===== src/rtl/core/b2d_pkg.sv =====
`default_nettype none

package b2d_pkg;

   localparam int VALUE_W    = 32;
   localparam int NIB_W      = 4;
   localparam int NUM_BCD    = 10;
   localparam int BCD_W      = NUM_BCD * NIB_W;
   localparam int IDX_W      = 4;
   localparam int CHAR_W     = 6;
   localparam int CNT_W      = 5;

   localparam logic [CHAR_W-1:0] ASCII_ZERO = 6'd48;
   localparam logic [CNT_W-1:0]  LAST_BIT   = 5'd31;

   typedef struct packed {
      logic load;
      logic shift;
      logic set_idx;
      logic step_idx;
   } b2d_cmd_type;

   typedef struct packed {
      logic idx_zero;
   } b2d_sts_type;

endpackage

`default_nettype wire


===== src/rtl/core/b2d_datapath.sv =====
`default_nettype none

module b2d_datapath import b2d_pkg::*; #(
   parameter int MAX_DIGITS = 10
) (
   input  wire logic               clock,
   input  wire b2d_cmd_type        cmd,
   output b2d_sts_type             sts,
   input  wire logic [VALUE_W-1:0] value,
   output logic      [CHAR_W-1:0]  digit_char,
   output logic                    last_digit
);

   localparam int LIMIT = (MAX_DIGITS < 1) ? 1 :
                          ((MAX_DIGITS < NUM_BCD) ? MAX_DIGITS : NUM_BCD);

   logic [VALUE_W-1:0] shift_ff, shift_in;
   logic [BCD_W-1:0]   bcd_ff, bcd_in;
   logic [IDX_W-1:0]   idx_ff, idx_in;
   logic [BCD_W-1:0]   adj;
   logic [IDX_W-1:0]   top_idx;
   logic [NIB_W-1:0]   nibble;

   // Shift-and-add-3: every BCD digit of five or more is corrected before the shift.
   always_comb begin
      for (int i = 0; i < NUM_BCD; i++) begin
         if (bcd_ff[i*NIB_W +: NIB_W] >= 4'd5) begin
            adj[i*NIB_W +: NIB_W] = bcd_ff[i*NIB_W +: NIB_W] + 4'd3;
         end else begin
            adj[i*NIB_W +: NIB_W] = bcd_ff[i*NIB_W +: NIB_W];
         end
      end
   end

   // Highest nonzero digit; zero still yields one digit. A nonzero digit beyond
   // the buffer limit means the full buffer is sent, leading zeros included.
   always_comb begin
      top_idx = '0;
      for (int i = 1; i < NUM_BCD; i++) begin
         if (bcd_ff[i*NIB_W +: NIB_W] != '0) begin
            top_idx = (i < LIMIT) ? IDX_W'(i) : IDX_W'(LIMIT - 1);
         end
      end
   end

   always_comb begin
      shift_in = shift_ff;
      bcd_in   = bcd_ff;
      idx_in   = idx_ff;
      if (cmd.load) begin
         shift_in = value;
         bcd_in   = '0;
      end else if (cmd.shift) begin
         shift_in = {shift_ff[VALUE_W-2:0], 1'b0};
         bcd_in   = {adj[BCD_W-2:0], shift_ff[VALUE_W-1]};
      end
      if (cmd.set_idx) begin
         idx_in = top_idx;
      end else if (cmd.step_idx) begin
         idx_in = idx_ff - 1'b1;
      end
   end

   always_ff @(posedge clock) begin
      shift_ff <= shift_in;
      bcd_ff   <= bcd_in;
      idx_ff   <= idx_in;
   end

   assign nibble       = bcd_ff[{idx_ff, 2'b00} +: NIB_W];
   assign digit_char   = ASCII_ZERO + {2'b00, nibble};
   assign last_digit   = (idx_ff == '0);
   assign sts.idx_zero = (idx_ff == '0);

endmodule

`default_nettype wire


===== config.mk =====
export PLATFORM = sky130hd
export DESIGN_NAME = b2d_datapath
export DESIGN_NICKNAME = d
export VERILOG_FILES = /design/src/rtl/core/b2d_pkg.sv /design/src/rtl/core/b2d_datapath.sv
export SDC_FILE = /design/constraint.sdc
export NUM_CORES = 1
export LEC_CHECK = 0
export ABC_AREA = 0
export BUFFER_PORTS_ARGS = -buffer_cell sky130_fd_sc_hd__buf_2
export CAP_MARGIN = 20
export CORE_UTILIZATION = 40
export CTS_CLUSTER_DIAMETER = 30
export CTS_CLUSTER_SIZE = 28
export DETAILED_ROUTE_END_ITERATION = 16
export PLACE_DENSITY_LB_ADDON = 0.12
export SYNTH_ARGS = -nofsm -noshare
export SYNTH_HDL_FRONTEND = slang
export SYNTH_SLANG_ARGS = --single-unit
export TNS_END_PERCENT = 1

===== constraint.sdc =====
create_clock -name clock -period 2.7 [get_ports clock]
set_input_delay 0.27 -clock clock [delete_from_list [all_inputs] [get_ports clock]]
set_output_delay 0.27 -clock clock [all_outputs]
set_load 0.005 [all_outputs]

==> impl_metrics.ini <==
[setup_path]
cp.required_ps = 2430
crit_path_max_fanout = 14
arrival_ps = 2260
startpoint_type = flop
crit_type = flop to primary output
endpoint_kind = primary output

[placed_design]
dp_hpwl_um = 6010
dp_worst_setup_slack_ps = 548
portBuffers = 42
gp_congestion = 0.787
place_area_sq_mm = 0.00458

[clocking]
max-clock-path-buffers = 2
cts_tree = built
h-tree-depth = 3
clk_pin_slew_worst_paths_ps = 80
postCtsHoldBufs = 0
cts-resized-gates = 0
cts_sinks = 76
post-cts-setup-buffers = 0
cts_buffers = 9
root_buffer = clkbuf_8
clock_latency_ps = 360

[synthesis]
yosys_warnings = 0
synth_top_area_cell = edfxtp_1
yosysSeqAreaShare_pct = 43.8
synth_area_leaders = edfxtp_1, dfxtp_1, mux2_2, ha_1, a21oi_1
synth_ff_type = dfxtp_1
avgSynthCellArea_sq_um = 10.1
yosysTopAreaCellShare_pct = 25.1
synth_commonest_cells = dfxtp_1, edfxtp_1, mux2_2
async_flop_share_pct = 0
syn-instance-count = 425
synth_edf_count = 36
ys_ff_latch = 76
synth_cell_type_count = 39
syn_area_sq_mm = 0.00430
yosysMostFrequentCell = dfxtp_1

[floorplanning]
start_util_pct = 41.5
core_sq_mm = 0.0104
die_width_um = 106
die_area_sq_mm = 0.0112
fp-row-count = 37
die_y_um = 106
ios = 45

[worst_hold_path]
min_path_type = input pin to flop

[sta]
hold_viol_final = 0
fin_worst_skew_ps = 5.76
worst_pin_slew_ps = 721
period_share_pct = 93.8
fin_crit_ps = 2530
final.setup.tns_ps = 0
setup_ws_ps = 166
setup_viol = 0
clock.fmax_mhz = 395
relSlewSlack_pct = 51.9
slew_violations = 0
rsz0062_at_grt = no
whs_ps = 207

[power_and_ir_drop]
powerDensity_mw_per_mm2 = 556
ir_drop_v = 0.000432
power.leakage_uw = 0.00174

[layout]
fin_nets = 517
syn_to_final_growth_pct = 10.8
drive_above_1_share_pct = 21.2
n_antenna_cell = 0
design_area_sq_mm = 0.00476
final_core_util_pct = 45.9

[grt]
grt_max_degree = 63
grt_pass1_wl_um = 15000
antenna_found_initial = 0
grtUsageTotal_pct = 17.0
grt_pass1_vias = 3087
grt-ovfl-total = 0

[detailed_routing]
drt_iter0_markers = 192
dr.pass1.iters = 4
vias = 3192
drcViolationCount = 0
drtAntennaViolNets = 0
vias_per_cell = 5.33
wirelength_um = 8830
post_drt_wl_per_cell_um = 14.7

[run]
maxCapViolCount = 0

[status]
outcome = finished, final reports clean
## path summary, 6_finish.rpt
path | start | to | cells past startpoint | slack, ps
min | value[3] | shift_ff[3] | 2 | 210
max reg2reg | bcd_ff[20] | idx_ff[0] | 6 | 910
min reg2reg | shift_ff[31] | bcd_ff[0] | 2 | 500
max | idx_ff[0] | digit_char[3] | 4 | 170
## critical path, stage by stage (launching register included)
cell and delay, ps:
edfxtp_1 800, mux4_1 640, a22oi_1 240, o21ai_1 90, buf_2 130
## layer usage
layer / share of wire, % / vias up / GRT usage [%]
met5: 0 / - / 0
met4: 1.9 / 0 / 6.75
met3: 4.4 / 12 / 4.89
met2: 47 / 65 / 26.9
met1: 47 / 1504 / 21.7
li1: - / 1611 / -
## placed cells by master (no fill, tap or decap), types with 5 or more instances in the layout
cell type,instances
edfxtp_1,36
ha_1,21
nand2b_1,22
nand2_1,31
clkbuf_8,9
xnor2_1,11
inv_1,26
mux2i_1,5
a211oi_1,17
o21ai_0,28
mux2_2,32
o22ai_1,22
nor3b_1,15
buf_2,42
nand3_1,12
nor2_1,23
a21oi_1,29
dfxtp_1,40
## registers in the layout, indices dropped and copies added (netlist names)
signal,cells
idx_ff,4
bcd_ff,40
shift_ff,32
## metrics by stage
step	power [uW]	cells
floorplan	1720	426
CTS	2690	599
detailed placement	1810	584
finish	2650	599
global route	2780	599
global placement	1800	584
## where the power goes
part / switching (uW) / internal (uW)
combinational: 187 / 203
sequential: 80.4 / 1310
clock: 446 / 423
## cell families (layout without fill, tap and decap cells)
kind of cell / count (synthesis) / count (layout) / share of synthesized area (%)
simple gates: 110 / 110 / 12.9
flops: 76 / 76 / 43.8
other cells: 1 / 2 / 0.0872
buf+inv: 49 / 86 / 5.32
fa+ha+maj: 21 / 21 / 6.11
xor+xnor: 12 / 12 / 2.44
mux: 45 / 45 / 14.1
compound gates: 111 / 111 / 15.3
## area by class of cell
type / instances / area [sq um]
Fill cell: 1004 / 5610
Multi-Input combinational cell: 301 / 2190
Sequential cell: 76 / 1880
Timing Repair Buffer: 45 / 233
Tap cell: 136 / 170
Clock buffer: 9 / 124
Inverter: 26 / 97.6
Clock inverter: 6 / 65.1
Note: power is estimated with default switching activity, not from simulation.
