==> src/rtl/core/b2d_pkg.sv <==
`default_nettype none

package b2d_pkg;

   localparam int VALUE_W    = 32;
   localparam int NIB_W      = 4;
   localparam int NUM_BCD    = 10;
   localparam int BCD_W      = NUM_BCD * NIB_W;
   localparam int IDX_W      = 4;
   localparam int CHAR_W     = 6;
   localparam int CNT_W      = 5;

   localparam logic [CHAR_W-1:0] ASCII_ZERO = 6'd48;
   localparam logic [CNT_W-1:0]  LAST_BIT   = 5'd31;

   typedef struct packed {
      logic load;
      logic shift;
      logic set_idx;
      logic step_idx;
   } b2d_cmd_type;

   typedef struct packed {
      logic idx_zero;
   } b2d_sts_type;

endpackage

`default_nettype wire

==> src/rtl/core/b2d_ctrl.sv <==
`default_nettype none

module b2d_ctrl import b2d_pkg::*; (
   input  wire logic        clock,
   input  wire logic        reset,
   input  wire logic        req_valid,
   output logic             req_ready,
   output logic             rsp_valid,
   input  wire logic        rsp_ready,
   output b2d_cmd_type      cmd,
   input  wire b2d_sts_type sts
);

   localparam logic [1:0] ST_IDLE = 2'd0;
   localparam logic [1:0] ST_CONV = 2'd1;
   localparam logic [1:0] ST_SCAN = 2'd2;
   localparam logic [1:0] ST_EMIT = 2'd3;

   logic [1:0]       state_ff, state_in;
   logic [CNT_W-1:0] bit_cnt_ff, bit_cnt_in;
   logic             req_fire, rsp_fire;

   assign req_ready = (state_ff == ST_IDLE);
   assign rsp_valid = (state_ff == ST_EMIT);
   assign req_fire  = req_valid && req_ready;
   assign rsp_fire  = rsp_valid && rsp_ready;

   always_comb begin
      state_in     = state_ff;
      bit_cnt_in   = bit_cnt_ff;
      cmd          = '0;
      unique case (state_ff)
         ST_IDLE: begin
            cmd.load   = req_fire;
            bit_cnt_in = '0;
            if (req_fire) begin
               state_in = ST_CONV;
            end
         end
         ST_CONV: begin
            cmd.shift  = 1'b1;
            bit_cnt_in = bit_cnt_ff + 1'b1;
            if (bit_cnt_ff == LAST_BIT) begin
               state_in = ST_SCAN;
            end
         end
         ST_SCAN: begin
            cmd.set_idx = 1'b1;
            state_in    = ST_EMIT;
         end
         ST_EMIT: begin
            if (rsp_fire) begin
               if (sts.idx_zero) begin
                  state_in = ST_IDLE;
               end else begin
                  cmd.step_idx = 1'b1;
               end
            end
         end
         default: begin
            state_in = ST_IDLE;
         end
      endcase
   end

   always_ff @(posedge clock) begin
      if (reset) begin
         state_ff   <= ST_IDLE;
         bit_cnt_ff <= '0;
      end else begin
         state_ff   <= state_in;
         bit_cnt_ff <= bit_cnt_in;
      end
   end

   a_accept_starts_conv: assert property (@(posedge clock) disable iff (reset)
      req_fire |=> (state_ff == ST_CONV && bit_cnt_ff == '0))
      else $error("accepted word did not start conversion");

   a_conv_length: assert property (@(posedge clock) disable iff (reset)
      (state_ff == ST_CONV && bit_cnt_ff == LAST_BIT) |=> state_ff == ST_SCAN)
      else $error("conversion did not end after 32 shifts");

   a_last_word_ends_run: assert property (@(posedge clock) disable iff (reset)
      (rsp_fire && sts.idx_zero) |=> state_ff == ST_IDLE)
      else $error("run did not end after the last digit");

   a_step_only_on_fire: assert property (@(posedge clock) disable iff (reset)
      cmd.step_idx |-> (rsp_fire && !sts.idx_zero))
      else $error("digit index moved without a delivered word");

endmodule

`default_nettype wire

==> config.mk <==
export PLATFORM = sky130hd
export DESIGN_NAME = b2d_ctrl
export DESIGN_NICKNAME = d
export VERILOG_FILES = /design/src/rtl/core/b2d_pkg.sv /design/src/rtl/core/b2d_ctrl.sv
export SDC_FILE = /design/constraint.sdc
export NUM_CORES = 1
export LEC_CHECK = 0
export BUFFER_PORTS_ARGS = -buffer_cell sky130_fd_sc_hd__buf_2
export CAP_MARGIN = 30
export CORE_MARGIN = 2
export CORE_UTILIZATION = 31
export CTS_BUF_LIST = sky130_fd_sc_hd__clkbuf_16
export DETAILED_ROUTE_END_ITERATION = 12
export PLACE_DENSITY = 0.5
export SYNTH_ARGS = -nofsm -noshare
export SYNTH_HDL_FRONTEND = slang
export SYNTH_SLANG_ARGS = --single-unit
export TNS_END_PERCENT = 20
==> constraint.sdc <==
create_clock -name clock -period 2 [get_ports clock]
set_clock_uncertainty 0.15 [all_clocks]
set_input_delay 0.4 -clock clock [delete_from_list [all_inputs] [get_ports clock]]
set_output_delay 0.4 -clock clock [all_outputs]
set_load 0.03 [all_outputs]
==> reports/results.tsv <==
metric	value	unit
vias in the first global route	334	
Top Ports	11	
number of buffers created by CTS	3	
Distinct cells, synth	21	
peak supply drop	0.608	mV
Worst EP required	1.45	ns
Die Wd	40.9	um
Post-Synth XOR/XNOR Area	0	%
maximum clock path buffer count	2	
Post-Syn Area	422	sq um
Synth Instances	49	
Final #Nets	75	
CTS tree	done	
Tightest Hold Check Type	input port to register	
GRT Total Usage	13.2	%
#FFs+latches synth	7	
slew margin rel.	82.2	%
HPWL after detailed placement	603	um
sequential area share after synthesis	33.2	%
Post-Synth Adder-Cell Area	17.8	%
area share of the largest cell type after synthesis	33.2	%
most instantiated cells after synthesis	7 x dfxtp_1, 6 x ha_1, 5 x nor2_1, 4 x inv_1	
Max Clock Freq	540	MHz
Final Worst Setup Slack	0.149	ns
cts hold-fix bufs	0	
buffer count from post-CTS setup fixing	0	
mux cell area share after synthesis	7.12	%
WL final	807	um
DRC	0	
utilization after layout	44.8	%
status	finished clean	
clk_lat worst skew	0.23	ns
1st-iter DRT viols	7	
Via Count	360	
RSZ-0062 raised after global routing	no	
Final Hold Viols	0	
H-tree depth	1	
first-pass GRT wire length	1.39	mm
Post-synth EDFFs	0	
Pins Over Slew Limit	0	
main combinational cell family by area after synthesis	simple AND/OR/NAND/NOR gates	
Pleak	0.275	nW
Die Ht	40.9	um
Via density	4.62	
most frequent cell after synthesis	dfxtp_1	
YS warnings	0	
drt pass-1 iters	4	
Tot Pwr	881	uW
crit path time final	1.85	ns
placer congestion estimate	0.618	
cell area power density	1530	nW/um^2
dominant cells by area after synthesis	dfxtp_1 33%, ha_1 18%, mux2i_1 7.1%	
Reg clk slew, reported paths	0.04	ns
crit path max fanout	7	
number of diodes	0	
GRT overflow	0	
Synth Flop Type	dfxtp_1	
type of origin of the critical path	register	
Simple-Gate Fraction of Synth Area	25.8	%
port bufs	10	
CP Capture Type	output pin	
Core Region	1280	sq um
die area	1670	sq um
Slew @ Worst Pin	0.267	ns
kind of critical path	register to output pin	
Synth area leader	dfxtp_1	
initial antenna violation count	0	
Syn Area/Cell	8.61	sq um
Synth Net Count	60	
# rows	13	
worst endpoint data arrival time	1.30	ns
Resize count post-CTS	0	
final worst-path cycle share	92.5	%
CTS Root Cell	clkbuf_16	
clock sinks	7	
max cap viols	0	
initial core utilization	32.8	%
Compound-Gate Fraction of Synth Area	10.4	%
worst hold margin	0.291	ns
Synth-to-Final Area Change	36.5	%
Final setup viols	0	
fraction of layout cells with a size suffix above 1	23.8	%
pre-CTS setup slack	0.172	ns
Async S/R FF share, synth	0	%
largest net degree at the start of global routing	10	
Final TNS setup	0	ns
routed len/inst	10.3	um
DRT antenna net count	0	
## critical path: stages, from the launching register on
cell,delay [ns]
dfxtp_1,0.37
inv_1,0.08
ha_1,0.29
and2_1,0.16
buf_2,0.17
## metal layers
| metal | track usage, % | vias up | share of wire, % |
|---|---|---|---|
| met5 | 0 | - | 0 |
| met4 | 7.50 | 0 | 0.74 |
| met3 | 6.52 | 2 | 4.3 |
| met2 | 18.4 | 6 | 46 |
| met1 | 16.1 | 160 | 49 |
| li1 | - | 192 | - |
## placed cells by master (no fill, tap or decap), types with 2 or more instances in the layout
cell,synthesis,routed
buf_2,1,10
dfxtp_1,7,7
ha_1,6,6
inv_1,4,5
nor2_1,5,5
nand2_1,3,3
a21oi_1,3,3
nand2b_1,3,3
mux2i_1,3,3
clkbuf_16,0,3
nand3_1,2,2
nor3b_1,2,2
buf_4,0,2
## power breakdown
part | switching [mW] | internal [mW]
Combinational | 0.217 | 0.137
Sequential | 0.0260 | 0.166
Clock | 0.0760 | 0.260
Total | 0.319 | 0.563
## metrics by stage
step / std cells / area (sq um)
floorplan: 49 / 422
global placement: 74 / 497
detailed placement: 74 / 497
CTS: 78 / 576
global route: 78 / 576
finish: 78 / 576
## state kept, by name, summed over array words and instances, names as in the netlist
| register | flops |
|---|---|
| bit_cnt_ff | 5 |
| state_ff | 2 |
## layout make-up
type | instances | area (sq um)
fillers | 133 | 709
multi-input cells | 36 | 258
flip-flops and latches | 7 | 140
clock buffers | 3 | 75.1
repair buffers | 12 | 65.1
well taps | 15 | 18.8
inverters | 4 | 15.0
clock inverters | 1 | 3.75
## kinds of logic (layout without fill, tap and decap cells)
family                   Yosys count  after routing
adder cells (fa/ha/maj)            6              6
buffers and inverters              6             20
flip-flops                         7              7
AO/OA/AOI/OAI                      7              7
multiplexers                       3              3
AND/OR/NAND/NOR                   20             20
## worst paths after layout
path / start / end / slack (ns) / depth (start not counted)
max: state_ff[0] / cmd[3] / 0.15 / 4
min: reset / bit_cnt_ff[2] / 0.29 / 2
max reg2reg: bit_cnt_ff[0] / state_ff[0] / 0.18 / 7
min reg2reg: bit_cnt_ff[2] / bit_cnt_ff[2] / 0.35 / 2
Power figures use the tool's default switching activity.
